[src/rtl/core/swsc_pkg.sv]
package swsc_pkg;

  // Sequence space and send window of the sender.
  localparam int unsigned SeqSpace  = 8;
  localparam int unsigned Window    = 4;
  localparam int unsigned EffWindow = (Window < SeqSpace) ? Window : SeqSpace;

  // Widths of sequence numbers and of the outstanding-packet count.
  localparam int unsigned SeqW = (SeqSpace > 2) ? $clog2(SeqSpace) : 1;
  localparam int unsigned CntW = $clog2(SeqSpace + 1);
  localparam int unsigned AckW = 3;

  typedef logic [SeqW-1:0] seq_t;
  typedef logic [CntW-1:0] cnt_t;
  typedef logic [AckW-1:0] ack_t;

  // Event codes carried by an input transfer.
  typedef enum logic [1:0] {
    OP_SEND    = 2'd0,
    OP_ACK     = 2'd1,
    OP_TIMEOUT = 2'd2,
    OP_NONE    = 2'd3
  } op_e;

  // Status codes carried by a result transfer.
  typedef enum logic [2:0] {
    ST_SENT      = 3'd0,
    ST_REFUSED   = 3'd1,
    ST_SLID      = 3'd2,
    ST_DUP       = 3'd3,
    ST_FAST_RTX  = 3'd4,
    ST_BAD_CKSUM = 3'd5,
    ST_TIMEOUT   = 3'd6
  } status_e;

  // Sender window state.
  typedef struct packed {
    seq_t       window_base;
    seq_t       next_seq;
    logic       waiting;
    logic [1:0] dup_count;
    ack_t       dup_ack_value;
  } state_t;

  // One result of the sender.
  typedef struct packed {
    status_e status;
    logic    packet_valid;
    seq_t    packet_seq;
    logic    timer_stop;
    seq_t    stop_seq;
    logic    timer_start;
    seq_t    start_seq;
    logic    window_full;
  } result_t;

  // Distance from b forward to a, modulo the sequence space.
  function automatic seq_t mod_dist(seq_t a, seq_t b);
    logic [SeqW:0] d;
    d = {1'b0, a} - {1'b0, b};
    if (d[SeqW]) begin
      d = d + (SeqW+1)'(SeqSpace);
    end
    return d[SeqW-1:0];
  endfunction

  // Next sequence number, wrapping at the end of the sequence space.
  function automatic seq_t seq_incr(seq_t a);
    seq_t r;
    if ({1'b0, a} == (SeqW+1)'(SeqSpace - 1)) begin
      r = '0;
    end else begin
      r = a + SeqW'(1);
    end
    return r;
  endfunction

endpackage

[src/rtl/core/swsc_in_if.sv]
interface swsc_in_if;
  logic       valid;
  logic       ready;
  logic [1:0] op;
  logic [2:0] ack_number;
  logic       checksum_ok;
  logic [2:0] expired_seq;

  modport source (output valid, op, ack_number, checksum_ok, expired_seq, input ready);
  modport sink (input valid, op, ack_number, checksum_ok, expired_seq, output ready);
endinterface

[src/rtl/core/swsc_out_if.sv]
interface swsc_out_if;
  logic       valid;
  logic       ready;
  logic [2:0] status;
  logic       packet_valid;
  logic [2:0] packet_seq;
  logic       timer_stop;
  logic [2:0] stop_seq;
  logic       timer_start;
  logic [2:0] start_seq;
  logic       window_full;

  modport source (
    output valid, status, packet_valid, packet_seq, timer_stop, stop_seq,
           timer_start, start_seq, window_full,
    input  ready
  );
  modport sink (
    input  valid, status, packet_valid, packet_seq, timer_stop, stop_seq,
           timer_start, start_seq, window_full,
    output ready
  );
endinterface

[src/rtl/core/swsc_step.sv]
module swsc_step import swsc_pkg::*; (
  input  state_t     state_i,
  input  op_e        op_i,
  input  ack_t       ack_number_i,
  input  logic       checksum_ok_i,
  input  ack_t       expired_seq_i,
  output state_t     state_o,
  output result_t    result_o
);

  cnt_t cnt;
  cnt_t ack_dist;
  seq_t ack_seq;
  seq_t base_next;
  logic ack_in_space;
  logic ack_in_window;
  logic more_left;

  // Outstanding count and position of the acknowledgement in the window.
  always_comb begin
    cnt          = state_i.waiting ? CntW'(EffWindow)
                                   : CntW'(mod_dist(state_i.next_seq, state_i.window_base));
    ack_in_space = (CntW'(ack_number_i) < CntW'(SeqSpace));
    ack_seq      = SeqW'(ack_number_i);
    ack_dist     = CntW'(mod_dist(ack_seq, state_i.window_base));
    ack_in_window = ack_in_space && (ack_dist < cnt);
    more_left    = ((ack_dist + CntW'(1)) < cnt);
    base_next    = seq_incr(ack_seq);
  end

  // Event handling: next state and the result of this event.
  always_comb begin
    state_o  = state_i;
    result_o = '{status: ST_BAD_CKSUM, default: '0};

    unique case (op_i)
      OP_SEND: begin
        if (state_i.waiting) begin
          result_o.status = ST_REFUSED;
        end else begin
          if (cnt == CntW'(EffWindow - 1)) begin
            state_o.waiting = 1'b1;
          end
          if (cnt == '0) begin
            result_o.timer_start = 1'b1;
            result_o.start_seq   = state_i.next_seq;
          end
          result_o.packet_valid = 1'b1;
          result_o.packet_seq   = state_i.next_seq;
          state_o.next_seq      = seq_incr(state_i.next_seq);
          result_o.status       = ST_SENT;
        end
      end
      OP_ACK: begin
        priority if (!checksum_ok_i) begin
          result_o.status = ST_BAD_CKSUM;
        end else if (ack_in_window) begin
          result_o.timer_stop = 1'b1;
          result_o.stop_seq   = state_i.window_base;
          state_o.window_base = base_next;
          if (more_left) begin
            result_o.timer_start = 1'b1;
            result_o.start_seq   = base_next;
          end
          state_o.waiting = 1'b0;
          result_o.status = ST_SLID;
        end else if (ack_number_i == state_i.dup_ack_value) begin
          if (state_i.dup_count == 2'd2) begin
            state_o.dup_count = '0;
            if (cnt != '0) begin
              result_o.timer_stop   = 1'b1;
              result_o.stop_seq     = state_i.window_base;
              result_o.timer_start  = 1'b1;
              result_o.start_seq    = state_i.window_base;
              result_o.packet_valid = 1'b1;
              result_o.packet_seq   = state_i.window_base;
              result_o.status       = ST_FAST_RTX;
            end else begin
              result_o.status = ST_DUP;
            end
          end else begin
            state_o.dup_count = state_i.dup_count + 2'd1;
            result_o.status   = ST_DUP;
          end
        end else begin
          state_o.dup_ack_value = ack_number_i;
          state_o.dup_count     = 2'd1;
          result_o.status       = ST_DUP;
        end
      end
      OP_TIMEOUT: begin
        result_o.timer_stop = 1'b1;
        result_o.stop_seq   = SeqW'(expired_seq_i);
        if (cnt != '0) begin
          result_o.timer_start  = 1'b1;
          result_o.start_seq    = SeqW'(expired_seq_i);
          result_o.packet_valid = 1'b1;
          result_o.packet_seq   = state_i.window_base;
        end
        result_o.status = ST_TIMEOUT;
      end
      OP_NONE: begin
        result_o.status = ST_BAD_CKSUM;
      end
      default: begin
        result_o.status = ST_BAD_CKSUM;
      end
    endcase

    result_o.window_full = state_o.waiting;
  end

endmodule

[src/rtl/core/sliding_window_sender_control.sv]
// Go-back-N sender control with fast retransmit. Each input transfer is one
// event (send request, acknowledgement or timer expiry) and yields exactly one
// result transfer that names the packet to send or resend, the timer to stop,
// the timer to start and the window-full flag. An event is captured in an
// input register, evaluated against the window state and stored in a result
// register, so a new event is taken every cycle unless the output stalls. The
// result is offered once the event moves from the input register into the
// result register. The window state updates as the event moves into the result
// register, so back to back events always see the state left by the event
// before them. Output backpressure stalls both stages; nothing is dropped.
module sliding_window_sender_control import swsc_pkg::*; (
  input  logic       clk_i,
  input  logic       rst_ni,
  swsc_in_if.sink    req_i,
  swsc_out_if.source res_o
);

  logic    req_valid_q;
  op_e     op_q;
  ack_t    ack_number_q;
  logic    checksum_ok_q;
  ack_t    expired_seq_q;

  state_t  state_q;
  state_t  state_d;
  result_t result_d;
  result_t res_q;
  logic    res_valid_q;

  logic    advance;
  logic    req_ready;

  // An event moves on when the result register is free or being emptied.
  assign advance   = req_valid_q && (!res_valid_q || res_o.ready);
  assign req_ready = !req_valid_q || advance;
  assign req_i.ready = req_ready;

  // Input register valid flag.
  always_ff @(posedge clk_i or negedge rst_ni) begin
    if (!rst_ni) begin
      req_valid_q <= 1'b0;
    end else if (req_ready) begin
      req_valid_q <= req_i.valid;
    end
  end

  // Input register payload, loaded on each input transfer.
  always_ff @(posedge clk_i) begin
    if (req_i.valid && req_ready) begin
      op_q          <= op_e'(req_i.op);
      ack_number_q  <= req_i.ack_number;
      checksum_ok_q <= req_i.checksum_ok;
      expired_seq_q <= req_i.expired_seq;
    end
  end

  swsc_step u_step (
    .state_i       (state_q),
    .op_i          (op_q),
    .ack_number_i  (ack_number_q),
    .checksum_ok_i (checksum_ok_q),
    .expired_seq_i (expired_seq_q),
    .state_o       (state_d),
    .result_o      (result_d)
  );

  // Window state and result valid flag.
  always_ff @(posedge clk_i or negedge rst_ni) begin
    if (!rst_ni) begin
      state_q     <= '0;
      res_valid_q <= 1'b0;
    end else begin
      if (advance) begin
        state_q <= state_d;
      end
      if (advance) begin
        res_valid_q <= 1'b1;
      end else if (res_o.ready) begin
        res_valid_q <= 1'b0;
      end
    end
  end

  // Result register payload.
  always_ff @(posedge clk_i) begin
    if (advance) begin
      res_q <= result_d;
    end
  end

  // Result channel.
  assign res_o.valid        = res_valid_q;
  assign res_o.status       = res_q.status;
  assign res_o.packet_valid = res_q.packet_valid;
  assign res_o.packet_seq   = res_q.packet_seq;
  assign res_o.timer_stop   = res_q.timer_stop;
  assign res_o.stop_seq     = res_q.stop_seq;
  assign res_o.timer_start  = res_q.timer_start;
  assign res_o.start_seq    = res_q.start_seq;
  assign res_o.window_full  = res_q.window_full;

endmodule

[src/flat_wrapper.sv]
// flat-port wrapper written by rule: the top's interface ports become plain ports
module sliding_window_sender_control_flat import swsc_pkg::*;
  (clk_i, rst_ni, req_i_valid, req_i_op, req_i_ack_number, req_i_checksum_ok, req_i_expired_seq, req_i_ready, res_o_valid, res_o_status, res_o_packet_valid, res_o_packet_seq, res_o_timer_stop, res_o_stop_seq, res_o_timer_start, res_o_start_seq, res_o_window_full, res_o_ready);
  swsc_in_if req_i_i ();
  swsc_out_if res_o_i ();
  input  logic clk_i;
  input  logic rst_ni;
  input wire logic [$bits(req_i_i.valid)-1:0] req_i_valid;
  input wire logic [$bits(req_i_i.op)-1:0] req_i_op;
  input wire logic [$bits(req_i_i.ack_number)-1:0] req_i_ack_number;
  input wire logic [$bits(req_i_i.checksum_ok)-1:0] req_i_checksum_ok;
  input wire logic [$bits(req_i_i.expired_seq)-1:0] req_i_expired_seq;
  output wire logic [$bits(req_i_i.ready)-1:0] req_i_ready;
  output wire logic [$bits(res_o_i.valid)-1:0] res_o_valid;
  output wire logic [$bits(res_o_i.status)-1:0] res_o_status;
  output wire logic [$bits(res_o_i.packet_valid)-1:0] res_o_packet_valid;
  output wire logic [$bits(res_o_i.packet_seq)-1:0] res_o_packet_seq;
  output wire logic [$bits(res_o_i.timer_stop)-1:0] res_o_timer_stop;
  output wire logic [$bits(res_o_i.stop_seq)-1:0] res_o_stop_seq;
  output wire logic [$bits(res_o_i.timer_start)-1:0] res_o_timer_start;
  output wire logic [$bits(res_o_i.start_seq)-1:0] res_o_start_seq;
  output wire logic [$bits(res_o_i.window_full)-1:0] res_o_window_full;
  input wire logic [$bits(res_o_i.ready)-1:0] res_o_ready;
  assign req_i_i.valid = req_i_valid;
  assign req_i_i.op = req_i_op;
  assign req_i_i.ack_number = req_i_ack_number;
  assign req_i_i.checksum_ok = req_i_checksum_ok;
  assign req_i_i.expired_seq = req_i_expired_seq;
  assign req_i_ready = req_i_i.ready;
  assign res_o_valid = res_o_i.valid;
  assign res_o_status = res_o_i.status;
  assign res_o_packet_valid = res_o_i.packet_valid;
  assign res_o_packet_seq = res_o_i.packet_seq;
  assign res_o_timer_stop = res_o_i.timer_stop;
  assign res_o_stop_seq = res_o_i.stop_seq;
  assign res_o_timer_start = res_o_i.timer_start;
  assign res_o_start_seq = res_o_i.start_seq;
  assign res_o_window_full = res_o_i.window_full;
  assign res_o_i.ready = res_o_ready;
  sliding_window_sender_control u_core (.clk_i(clk_i), .rst_ni(rst_ni), .req_i(req_i_i), .res_o(res_o_i));
endmodule
[config.mk]
export PLATFORM = sky130hd
export DESIGN_NAME = sliding_window_sender_control_flat
export DESIGN_NICKNAME = d
export VERILOG_FILES = /design/src/rtl/core/swsc_pkg.sv /design/src/rtl/core/swsc_in_if.sv /design/src/rtl/core/swsc_out_if.sv /design/src/rtl/core/swsc_step.sv /design/src/rtl/core/sliding_window_sender_control.sv /design/src/flat_wrapper.sv
export SDC_FILE = /design/constraint.sdc
export NUM_CORES = 1
export LEC_CHECK = 0
export ABC_AREA = 1
export BUFFER_PORTS_ARGS = -buffer_cell sky130_fd_sc_hd__buf_4
export CAP_MARGIN = 20
export CORE_ASPECT_RATIO = 0.7
export CORE_UTILIZATION = 35
export DETAILED_ROUTE_END_ITERATION = 8
export HOLD_SLACK_MARGIN = 0.05
export PLACE_DENSITY = 0.63
export SLEW_MARGIN = 20
export SYNTH_ARGS = -nofsm -noshare
export SYNTH_HDL_FRONTEND = slang
export SYNTH_SLANG_ARGS = --single-unit
[constraint.sdc]
create_clock -name clk_i -period 6 [get_ports clk_i]
set_input_delay 0.3 -clock clk_i [delete_from_list [all_inputs] [get_ports clk_i]]
set_output_delay 0.3 -clock clk_i [all_outputs]
set_load 0.01 [all_outputs]
; Word-level counts from Yosys, hierarchy flattened
; Cells that the tools add are included.
; Widths: inputs -> output; s select.
[op_classes]
add_sub_neg = 8
n_lt_le_gt_ge = 2
eq_ne = 8
n_mux = 38
bitwise_logic = 3
reduce_logical = 14
[op_table]
columns = cell, n
row1 = $mux 12, 4
row2 = $mux 3, 11
row3 = $mux 4, 7
row4 = $pmux 4 s3, 2
row5 = $add 3x1->3 const B, 4
row6 = $pmux 3 s4, 1
row7 = $mux 8, 1
row8 = $pmux 4 s2, 1
row9 = $reduce_and 4->1, 2
row10 = $sub 3x3->4, 2
row11 = $eq 2x2->1 const B, 3
row12 = $eq 3x3->1 const B, 2
row13 = $mux 1, 6
row14 = $mux 6, 1
row15 = $mux 5, 1
row16 = $reduce_and 5->1, 1
row17 = $add 3x1->4 const B, 1
row18 = $logic_not 4->1, 1
row19 = $lt 4x3->1, 1
row20 = $mux 2, 2
row21 = $reduce_bool 4->1, 1
row22 = $eq 3x2->1 const B, 1
row23 = $eq 3x3->1, 1
row24 = $lt 3x3->1, 1
row25 = other kinds (10), 15
[word_totals]
regBits = 39
input_bits = 13
output_inout_bits = 18
word_cells = 92

; Logic depth before layout (Yosys ltp)
; Gate-level depths: netlist of the first run.
[depth]
depth_word = 11
depth_mapped = 17
ltp_nobuf = 16

; Hierarchy
; From an unflattened synthesis of the first run, not the netlist that was laid out.
[unflattened]
cells_unflattened = 289
hier_area_um2 = 2449.8
[modules_own_cells]
columns = mod, instances, cells_per_inst, area_per_inst_um2, seq_area_each_um2
row1 = sliding_window_sender_control, 1, 87, 1317.5, 1101.1
row2 = swsc_step, 1, 202, 1132.3, 0.0

; Worst setup path after synthesis of the first run
; No wires, ideal clock.
[synth_timing]
path_kind = register to register
startpoint = register u_core.ack_number_q[0]
endpoint = register u_core.res_q, in the netlist u_core.res_o.packet_valid (data pin)
setup_ns = 0.253
t_arrival_ns = 2.436
required_ns = 5.747
slack_ns = 3.311
stages_incl_launch_ff = 16
n_path_buf = 1
synth_period_minus_slack_ns = 2.689
cell_sequence = edfxtp_1 -> inv_2 -> ha_1 -> inv_1 -> fa_1 -> nand3b_1 -> nand2_1 -> inv_1 -> ha_1 -> a21oi_1 -> nand2_2 -> buf_6 -> nand4_1 -> nand2_2 -> o21bai_1 -> inv_1
[synth_lines]
columns = element, line
row1 = "start, declared", sliding_window_sender_control.sv:20  ; ack_t ack_number_q;
row2 = "start signal, assigned", sliding_window_sender_control.sv:51  ; ack_number_q <= req_i.ack_number;
row3 = "end signal, assigned", sliding_window_sender_control.sv:87  ; res_q <= result_d;
row4 = "end, declared", sliding_window_sender_control.sv:27  ; result_t res_q;

==> impl_metrics.py, run 1 <==
metrics = {
    "status": {
        "outcome": "complete, no violations",
    },
    "timing": {
        "count_of_final_max_slew_check_failures": 0,
        "worst_slew_margin_rel": 0.557,
        "fin_tns_setup_ns": 0,
        "clock-skew-final_ns": 0.00554,
        "tightestPinTransition_ns": 0.663,
        "finalCritPeriodShare": 0.490,
        "rsz0062_at_grt": "false",
        "final-setup-viol-count": 0,
        "final_period_minus_worst_setup_slack_ns": 2.94,
        "max_freq_mhz": 340,
        "timing.final.hold_violations": 0,
    },
    "place": {
        "detailedPlacementHpwl_um": 3640,
        "io_port_bufs": 30,
        "gpl_congestion": 0.831,
        "post-place-cells": 361,
    },
    "critical_path": {
        "worst-endpoint-arrival_ns": 3.09,
        "critPathMaxFanout": 11,
        "timing_worst_setup_path_type": "reg2reg",
        "worst_path_max_delay_cell": "dfrtp_1",
        "cpMostUsedCell": "inv_1",
        "cp.required_ns": 6.15,
        "timing.critical_path.slowest_cell_delay_ns": 0.42,
        "setup_crit_end_kind": "flop",
        "critPathLaunchType": "flop",
        "cp_cell_sequence": "inv_1, ha_1, inv_1, fa_1, inv_1, nand2_2, nand3_2, inv_1, ha_1, a21oi_1, nand2_2, nand2_1, nand3_1, a21oi_1, nand2_1, a21oi_1",
    },
    "power": {
        "power.total_mw": 1.43,
        "vdd_ir_drop_max_uv": 181,
        "static-leakage-power_nw": 1.27,
        "pwr_density_cell_nw_per_um2": 530,
    },
    "floorplan": {
        "design.die.area_um2": 6780,
        "floorplan.die.height_um": 69.2,
        "num_io_pins": 31,
        "start_util": 0.363,
        "placementRows": 24,
        "dieWidth_um": 98.0,
        "design.core.area_um2": 6220,
    },
    "detailed_routing": {
        "routed_wirelength_um": 4640,
        "route.antenna.remaining_nets": 0,
        "drt_pass1_iterations": 4,
        "wl_per_cell_um": 12.5,
        "drt-initial-drc-count": 91,
        "routed-via-count": 1728,
        "number_of_remaining_drc_errors": 0,
        "drt_via_density": 4.67,
    },
    "final_layout": {
        "post_route_cells_drive_above_1_share": 0.202,
        "layout.filler_cells": 597,
        "finalNonFillerCells": 370,
        "ff_latch_area_um2": 1100,
        "multi_input_comb_area_um2": 988,
        "flow.area_growth_from_synthesis_pct": 19.3,
        "design.final.nets": 321,
        "n_antenna_cell": 0,
    },
    "cts": {
        "numClockSinks": 39,
        "root_buffer": "clkbuf_8",
        "cts_htree_levels": 2,
        "clockBufferDepth": 2,
        "cts_buffers": 5,
        "tritoncts": "yes",
        "insertion_delay_ns": 0.29,
        "cts.reportedPaths.clkPinSlew_ns": 0.08,
    },
    "global_routing": {
        "grt_usage": 0.148,
        "grt_pass1_vias": 1621,
        "grt_antenna_before_repair": 0,
        "wire_length_of_the_first_global_routing_pass_um": 7760,
        "gr-total-overflow": 0,
        "grt_start_max_net_pins": 18,
    },
    "min_path": {
        "min-delay-path-class": "in2reg",
    },
    "run": {
        "max_cap_viol_count": 0,
    },
    "synth": {
        "synthTopCellsByArea": "edfxtp_1 (33%), dfrtp_1 (16%), nand2_1 (13%), ha_1 (8.3%), inv_1 (6.0%)",
        "ys_warn_count": 0,
        "synthesis.nets": 285,
        "postSynthAreaPerCell_um2": 8.85,
        "synth-seq-area-share": 0.488,
        "synth_enable_flop_cells": 25,
        "post_synth_num_cell_types": 29,
        "post-synth-top-count-cell": "nand2_1",
        "synth_cells": 255,
        "synthDominantCellAreaShare": 0.333,
        "synth_area_leader_cell": "edfxtp_1",
        "yosys_register_bits": 39,
        "postSynth.topFlopCell": "edfxtp_1",
        "mappedNetlistArea_um2": 2260,
        "fraction_of_registers_with_async_set_or_reset_after_synthesis": 0.359,
        "commonest_cells_in_the_synthesized_netlist": "nand2_1 (76), inv_1 (36), edfxtp_1 (25)",
    },
}
-- sequential cells by signal (all words and copies together) (netlist names) --
signal	count
u_core.state_q	12
u_core.res_o.valid	1
u_core.req_valid_q	1
u_core.res_o.packet_seq	3
u_core.op_q	2
u_core.res_o.packet_valid	1
u_core.expired_seq_q	3
u_core.res_o.stop_seq	3
u_core.res_o.timer_stop	1
u_core.checksum_ok_q	1
u_core.res_o.start_seq	3
u_core.res_o.window_full	1
u_core.ack_number_q	3
u_core.res_o.timer_start	1
u_core.res_o.status	3
-- worst max-delay path, delay by kind of cell (launching register included) --
kind / cells / cell delay [ns]
AOI/OAI and AO/OA: 3 / 0.56
adders and majority gates: 3 / 0.86
buffers and inverters: 4 / 0.29
DFF: 1 / 0.42
and+or+nand+nor: 6 / 0.66
-- layer usage --
layer,track usage,vias to the layer above,part of all wire
met1,0.226,791,0.54
li1,-,892,-
met4,0.0455,0,0.0091
met3,0.0373,5,0.047
met5,0,-,0
met2,0.204,40,0.40
-- report_power, final --
part / leakage, nW / switching [mW] / internal [mW]
clock network: 0.0612 / 0.0959 / 0.135
logic: 0.788 / 0.495 / 0.274
registers: 0.420 / 0.0564 / 0.371
-- cell families after synthesis --
| logic type | share of synthesized area |
|---|---|
| compound gates | 0.0799 |
| xor+xnor | 0.00388 |
| fa+ha+maj | 0.101 |
| buf+inv | 0.0738 |
| flops | 0.488 |
| simple gates | 0.253 |
-- metrics by stage --
| step | setup WS, ns | cell area, um2 | utilization | hold slack (ns) |
|---|---|---|---|---|
| finish | 3.06 | 2690 | 0.433 | 0.175 |
| CTS | 3.08 | 2690 | 0.433 | 0.167 |
| floorplan | 3.31 | 2260 | - | 0.00441 |
| detailed placement | 3.09 | 2560 | 0.412 | 0.177 |
| global placement | 3.15 | 2560 | 0.412 | 0.171 |
| global route | 2.76 | 2690 | 0.433 | 0.156 |
-- area by class of cell --
cell class                      count  share of cell area
Clock buffer                        6              0.0307
Clock inverter                      2              0.0130
Inverter                           40              0.0563
Multi-Input combinational cell    174               0.367
Sequential cell                    39               0.409
Tap cell                           78              0.0363
Timing Repair Buffer               31              0.0874
-- cells in the final DEF (no fill, tap or decap), types with 3 or more instances in the layout --
master	instances
o21ai_0	10
nor2_1	16
o21ai_1	4
buf_4	30
dfrtp_1	14
ha_1	15
edfxtp_1	25
inv_1	36
nand3_1	13
nor2_2	3
nand2_2	6
clkbuf_8	6
inv_2	3
nand2_1	76
a21oi_1	14
nand3_2	3
-- final timing paths --
kind	startpoint	end	slack [ns]	cells after the start
max in group asynchronous	rst_ni	u_core.state_q[9]$_DFFE_PN0P_	5.41	2
hold / removal	req_i_expired_seq[0]	u_core.expired_seq_q[0]$_DFFE_PP_	0.17	1
setup / recovery	u_core.state_q[6]$_DFFE_PN0P_	u_core.res_o.start_seq[0]$_DFFE_PP_	3.06	16
setup reg to reg	u_core.state_q[6]$_DFFE_PN0P_	u_core.res_o.start_seq[0]$_DFFE_PP_	3.06	16
min in group asynchronous	rst_ni	u_core.req_valid_q$_DFFE_PN0N_	0.40	2
hold reg to reg	u_core.state_q[1]$_DFFE_PN0P_	u_core.state_q[1]$_DFFE_PN0P_	0.50	2
-- timing repair --
item                                   in CTS  in global routing
setup buffers                               0                  0
endpoints found under the hold margin      14                  0
hold buffers                                1                  0
gates resized for setup                     0                  0
Note: power is estimated with default switching activity, not from simulation.
==> run 2: changes to the inputs <==
==> constraint.sdc (replaced) <==
create_clock -name clk_i -period 2.8 [get_ports clk_i]
set_input_delay 0.14 -clock clk_i [delete_from_list [all_inputs] [get_ports clk_i]]
set_output_delay 0.14 -clock clk_i [all_outputs]
set_load 0.01 [all_outputs]
==> run 2 against run 1 <==
Compared with the run above: sequential cell count did not move; clock skew fell by 0.0010 ns; sequential power rose by 110%; routed wire length rose by 13%; count of clock-buffer cells in the layout fell by 1; die area did not move; largest cell class unchanged.
==> impl_metrics.py, run 2 (same netlist as run 1, synthesis figures left out) <==
metrics = {
    "global_routing": {
        "wire_length_of_the_first_global_routing_pass_um": 8250,
        "grt_antenna_before_repair": 0,
        "gr-total-overflow": 0,
        "grt_pass1_vias": 1702,
        "grt_usage": 0.158,
        "grt_start_max_net_pins": 18,
    },
    "cts": {
        "insertion_delay_ns": 0.30,
        "cts.reportedPaths.clkPinSlew_ns": 0.08,
        "tritoncts": "yes",
        "clockBufferDepth": 2,
        "cts_htree_levels": 2,
        "root_buffer": "clkbuf_8",
        "cts_buffers": 5,
        "numClockSinks": 39,
    },
    "critical_path": {
        "critPathMaxFanout": 3,
        "regToRegSetupSlack_ns": 0.06,
        "worst-r2r-cell-count": 16,
        "cp.required_ns": 2.84,
        "timing_worst_setup_path_type": "reg2reg",
        "critPathLaunchType": "flop",
        "setup_crit_end_kind": "flop",
        "worst-endpoint-arrival_ns": 2.78,
    },
    "final_layout": {
        "layout.filler_cells": 557,
        "post_route_cells_drive_above_1_share": 0.292,
        "flow.area_growth_from_synthesis_pct": 33.9,
        "design.final.nets": 347,
        "number_of_flip_flops_under_the_largest_register_name": 12,
        "final_common_cell": "nand2_1",
        "largest-register": "u_core.state_q",
        "layout.cell_area.non_filler_um2": 3020,
        "layout.cells.most_common_list": "nand2_1 (75), buf_4 (42), inv_1 (33)",
        "n_antenna_cell": 0,
    },
    "timing": {
        "count_of_final_max_slew_check_failures": 0,
        "timing.final.hold_violations": 0,
        "worst_slew_margin_rel": 0.782,
        "tightestPinTransition_ns": 0.327,
        "max_freq_mhz": 365,
        "final-setup-viol-count": 0,
        "worst_hold_slack_ns": 0.122,
        "final_period_minus_worst_setup_slack_ns": 2.74,
        "layout_setup_ws_ns": 0.0605,
        "clock-skew-final_ns": 0.00451,
        "fin_tns_setup_ns": 0,
        "finalCritPeriodShare": 0.978,
    },
    "power": {
        "p_sw_mw": 1.72,
        "pwr_density_cell_nw_per_um2": 1260,
        "power.share.switching": 0.453,
        "internal-power_mw": 2.08,
        "clock_power_share": 0.127,
        "combinational_power_share": 0.634,
        "static-leakage-power_nw": 1.39,
        "power.share.sequential": 0.239,
        "vdd_ir_drop_max_uv": 499,
    },
    "detailed_routing": {
        "number_of_remaining_drc_errors": 0,
        "routed_wirelength_um": 5230,
        "wl_per_cell_um": 13.2,
        "route.antenna.remaining_nets": 0,
        "drt_via_density": 4.68,
        "routed-via-count": 1854,
        "drt-initial-drc-count": 155,
        "drt_pass1_iterations": 4,
    },
    "floorplan": {
        "design.core.area_um2": 6220,
        "num_io_pins": 31,
        "floorplan.die.height_um": 69.2,
        "placementRows": 24,
        "dieWidth_um": 98.0,
        "start_util": 0.363,
        "design.die.area_um2": 6780,
    },
    "place": {
        "io_port_bufs": 30,
        "dp_worst_setup_slack_ns": -0.132,
        "gpl_congestion": 0.925,
        "placedInstanceArea_um2": 2630,
        "detailedPlacementHpwl_um": 3780,
    },
    "min_path": {
        "holdPathStages": 4,
        "min-delay-path-class": "in2reg",
    },
    "run": {
        "max_cap_viol_count": 0,
    },
    "status": {
        "outcome": "complete, no violations",
    },
}
-- run 2: metrics by stage --
step                power (mW)  utilization  instances
floorplan                 2.25            -        255
global route              4.08        0.486        396
CTS                       3.32        0.462        391
detailed placement        2.74        0.423        370
global placement          2.69        0.423        370
finish                    3.80        0.486        396
-- run 2: path summary, 6_finish.rpt --
kind                                             startpoint                             endpoint
setup / recovery           u_core.ack_number_q[0]$_DFFE_PP_  u_core.res_o.start_seq[0]$_DFFE_PP_
setup reg to reg           u_core.ack_number_q[0]$_DFFE_PP_  u_core.res_o.start_seq[0]$_DFFE_PP_
hold reg to reg               u_core.state_q[1]$_DFFE_PN0P_        u_core.state_q[1]$_DFFE_PN0P_
hold / removal                                  res_o_ready       u_core.res_o.valid$_DFFE_PN0P_
max in group asynchronous                            rst_ni        u_core.state_q[4]$_DFFE_PN0P_
min in group asynchronous                            rst_ni        u_core.state_q[6]$_DFFE_PN0P_
-- run 2: routing by layer --
metal / routed length [um] / global-route usage / vias to the layer above
met5: 0 / 0 / -
met4: 53 / 0.0404 / 0
met3: 254 / 0.0393 / 7
met2: 2240 / 0.225 / 57
met1: 2680 / 0.236 / 843
li1: - / - / 947
-- run 2: power groups by stage --
stage | sequential, mW | clock, mW | combinational [mW]
final | 0.908 | 0.481 | 2.41
after global routing | 0.929 | 0.520 | 2.63
after CTS | 0.903 | 0.491 | 1.92
after detailed placement | 0.912 | 0 | 1.83
after global placement | 0.909 | 0 | 1.78
after floorplan | 0.922 | 0 | 1.33
-- run 2: worst max-delay path: stages (launching register included) --
cell,delay [ns]
edfxtp_1,0.41
inv_2,0.09
ha_1,0.13
inv_1,0.05
fa_2,0.33
nand3b_1,0.20
nand2_2,0.11
inv_1,0.08
ha_4,0.24
a21oi_4,0.26
buf_6,0.13
buf_4,0.09
nand3_1,0.09
nand3_2,0.09
a21oi_2,0.03
nand2_1,0.08
a21oi_1,0.07
-- run 2: cell type report --
class | count | area, um2 | area share
Timing Repair Buffer | 56 | 459 | 0.152
Clock buffer | 5 | 68.8 | 0.0228
Multi-Input combinational cell | 175 | 1100 | 0.364
Sequential cell | 39 | 1100 | 0.365
Inverter | 40 | 151 | 0.0501
Clock inverter | 3 | 43.8 | 0.0145
Tap cell | 78 | 97.6 | 0.0323
-- run 2: timing repair --
item / in CTS / in global routing
gates cloned: 1 / 0
pin swaps: 2 / 8
setup buffers: 1 / 5
hold buffers: 11 / 0
hold endpoints to repair: 24 / 0
setup endpoints to repair: 16 / 24
gates resized for setup: 3 / 25
==> run 3: changes to the inputs <==
--- a/config.mk
+++ b/config.mk
@@ -9,10 +9,10 @@
 export BUFFER_PORTS_ARGS = -buffer_cell sky130_fd_sc_hd__buf_4
 export CAP_MARGIN = 20
 export CORE_ASPECT_RATIO = 0.7
-export CORE_UTILIZATION = 35
+export CORE_UTILIZATION = 43
 export DETAILED_ROUTE_END_ITERATION = 8
-export HOLD_SLACK_MARGIN = 0.05
-export PLACE_DENSITY = 0.63
+export HOLD_SLACK_MARGIN = 0.03
+export PLACE_DENSITY = 0.73
 export SLEW_MARGIN = 20
 export SYNTH_ARGS = -nofsm -noshare
 export SYNTH_HDL_FRONTEND = slang
==> run 3 against run 2 <==
Compared with the run above: sequential share of layout area up 1.6 points; count of clock-buffer cells in the layout is 1 higher; non-clock buffer count is 8 lower; critical path type unchanged.
==> impl_metrics.py, run 3 (same netlist as run 1, synthesis figures left out) <==
metrics = {
    "status": {
        "outcome": "complete, no violations",
    },
    "final_layout": {
        "design.final.nets": 338,
        "largest-register": "u_core.state_q",
        "n_antenna_cell": 0,
        "final_common_cell": "nand2_1",
        "number_of_flip_flops_under_the_largest_register_name": 12,
        "layout.filler_cells": 432,
        "share_of_the_core_filled_with_cells": 0.589,
        "layout.cells.most_common_list": "nand2_1 (74), buf_4 (36), inv_1 (35)",
        "post_route_cells_drive_above_1_share": 0.243,
        "flow.area_growth_from_synthesis_pct": 28.3,
    },
    "place": {
        "io_port_bufs": 30,
        "detailedPlacementHpwl_um": 3640,
        "gpl_congestion": 0.864,
    },
    "floorplan": {
        "start_util": 0.459,
        "floorplan.die.height_um": 62.6,
        "design.core.area_um2": 4910,
        "num_io_pins": 31,
        "design.die.area_um2": 5540,
        "placementRows": 21,
        "dieWidth_um": 88.6,
    },
    "critical_path": {
        "cpMostUsedCell": "inv_1",
        "timing.critical_path.from": "u_core.state_q[6]$_DFFE_PN0P_",
        "crit_end": "u_core.state_q[0]$_DFFE_PN0P_",
        "critPathMaxFanout": 6,
        "reg2reg_end": "u_core.state_q[0]$_DFFE_PN0P_",
        "worst-r2r-cell-count": 14,
        "cp.required_ns": 2.96,
        "worst_path_max_delay_cell": "fa_1",
        "critPathLaunchType": "flop",
        "worst_r2r_startpoint": "u_core.state_q[6]$_DFFE_PN0P_",
        "worst-endpoint-arrival_ns": 2.83,
        "cp_cell_sequence": "inv_1, ha_1, inv_1, fa_1, inv_1, nor2_2, inv_2, ha_1, nand3_2, nand2_4, inv_1, nor3_4, buf_6, o21ai_0",
        "timing_worst_setup_path_type": "reg2reg",
        "regToRegSetupSlack_ns": 0.14,
        "setup_crit_end_kind": "flop",
        "timing.critical_path.slowest_cell_delay_ns": 0.48,
    },
    "global_routing": {
        "grt_usage": 0.194,
        "wire_length_of_the_first_global_routing_pass_um": 8190,
        "grt_pass1_vias": 1765,
        "grt_antenna_before_repair": 0,
        "gr-total-overflow": 0,
        "grt_start_max_net_pins": 18,
    },
    "detailed_routing": {
        "drt-initial-drc-count": 100,
        "routed_wirelength_um": 4910,
        "route.antenna.remaining_nets": 0,
        "drt_via_density": 4.90,
        "wl_per_cell_um": 13.0,
        "drt_pass1_iterations": 6,
        "routed-via-count": 1851,
        "number_of_remaining_drc_errors": 0,
    },
    "timing": {
        "tightestPinTransition_ns": 0.674,
        "clock-skew-final_ns": 0.00558,
        "worst_slew_margin_rel": 0.550,
        "finalCritPeriodShare": 0.952,
        "final_period_minus_worst_setup_slack_ns": 2.66,
        "count_of_final_max_slew_check_failures": 0,
        "max_freq_mhz": 375,
        "final-setup-viol-count": 0,
        "worst_hold_slack_ns": 0.0751,
        "timing.final.hold_violations": 0,
    },
    "cts": {
        "cts_htree_levels": 2,
        "numClockSinks": 39,
        "root_buffer": "clkbuf_8",
        "clockBufferDepth": 2,
        "tritoncts": "yes",
        "cts_buffers": 5,
        "cts.reportedPaths.clkPinSlew_ns": 0.08,
        "insertion_delay_ns": 0.29,
    },
    "power": {
        "vdd_ir_drop_max_uv": 539,
        "pwr_density_cell_nw_per_um2": 1210,
        "static-leakage-power_nw": 1.36,
    },
    "min_path": {
        "min-delay-path-class": "in2reg",
    },
    "run": {
        "max_cap_viol_count": 0,
    },
}
==> run 3: how the worst min path moves through the flow <==
stage / cells past startpoint / to / start / slack, ns
after CTS: 3 / u_core.req_valid_q$_DFFE_PN0N_ / req_i_valid / 0.07
after global routing: 3 / u_core.req_valid_q$_DFFE_PN0N_ / req_i_valid / 0.11
after floorplan: 0 / u_core.req_valid_q$_DFFE_PN0N_ / rst_ni / -0.16
after detailed placement: 1 / u_core.state_q[7]$_DFFE_PN0P_ / rst_ni / 0.01
after global placement: 1 / u_core.state_q[7]$_DFFE_PN0P_ / rst_ni / 0.006
final: 3 / u_core.req_valid_q$_DFFE_PN0N_ / req_i_valid / 0.08
==> run 3: critical path, delay by kind of cell, from the launching register on <==
family                   cells  cell delay (ns)
flip-flops                   1             0.41
buffers and inverters        6             0.50
AND/OR/NAND/NOR              4             0.63
AO/OA/AOI/OAI                1             0.08
adder cells (fa/ha/maj)      3             0.91
==> run 3: routing by layer <==
metal,track usage,share of wire
met2,0.284,0.44
met5,0,0
met4,0.0302,0.0055
met1,0.295,0.49
met3,0.0502,0.061
==> run 3: area by class of cell <==
| cell class | instances | area [um2] | area share |
|---|---|---|---|
| multi-input combinational | 174 | 1030 | 0.356 |
| sequential | 39 | 1100 | 0.380 |
| clock inverter | 2 | 60.1 | 0.0208 |
| tap | 69 | 86.3 | 0.0298 |
| inverter | 40 | 151 | 0.0523 |
| timing repair buffer | 48 | 393 | 0.136 |
| clock buffer | 6 | 72.6 | 0.0251 |
==> run 3: power by group <==
group          switching, mW  internal, mW
sequential             0.109         0.796
clock                  0.200         0.356
combinational           1.22         0.816
==> run 3: what timing repair did <==
action / 4_1_cts / 5_1_grt
gates resized for setup: 0 / 12
endpoints found under the setup margin: 0 / 25
setup buffers: 0 / 2
hold buffers: 10 / 0
endpoints found under the hold margin: 23 / 0
==> run 3: metrics by stage <==
| step | cell area (um2) | std cells | TNS, ns | worst slack (ns) | total power [mW] |
|---|---|---|---|---|---|
| CTS | 2830 | 376 | 0 | 0.00332 | 3.28 |
| floorplan | 2260 | 255 | 0 | 0.111 | 2.25 |
| global placement | 2600 | 358 | 0 | 0.0695 | 2.66 |
| finish | 2890 | 378 | 0 | 0.136 | 3.50 |
| detailed placement | 2600 | 358 | 0 | 0.0238 | 2.71 |
| global route | 2890 | 378 | -0.170 | -0.0468 | 3.81 |
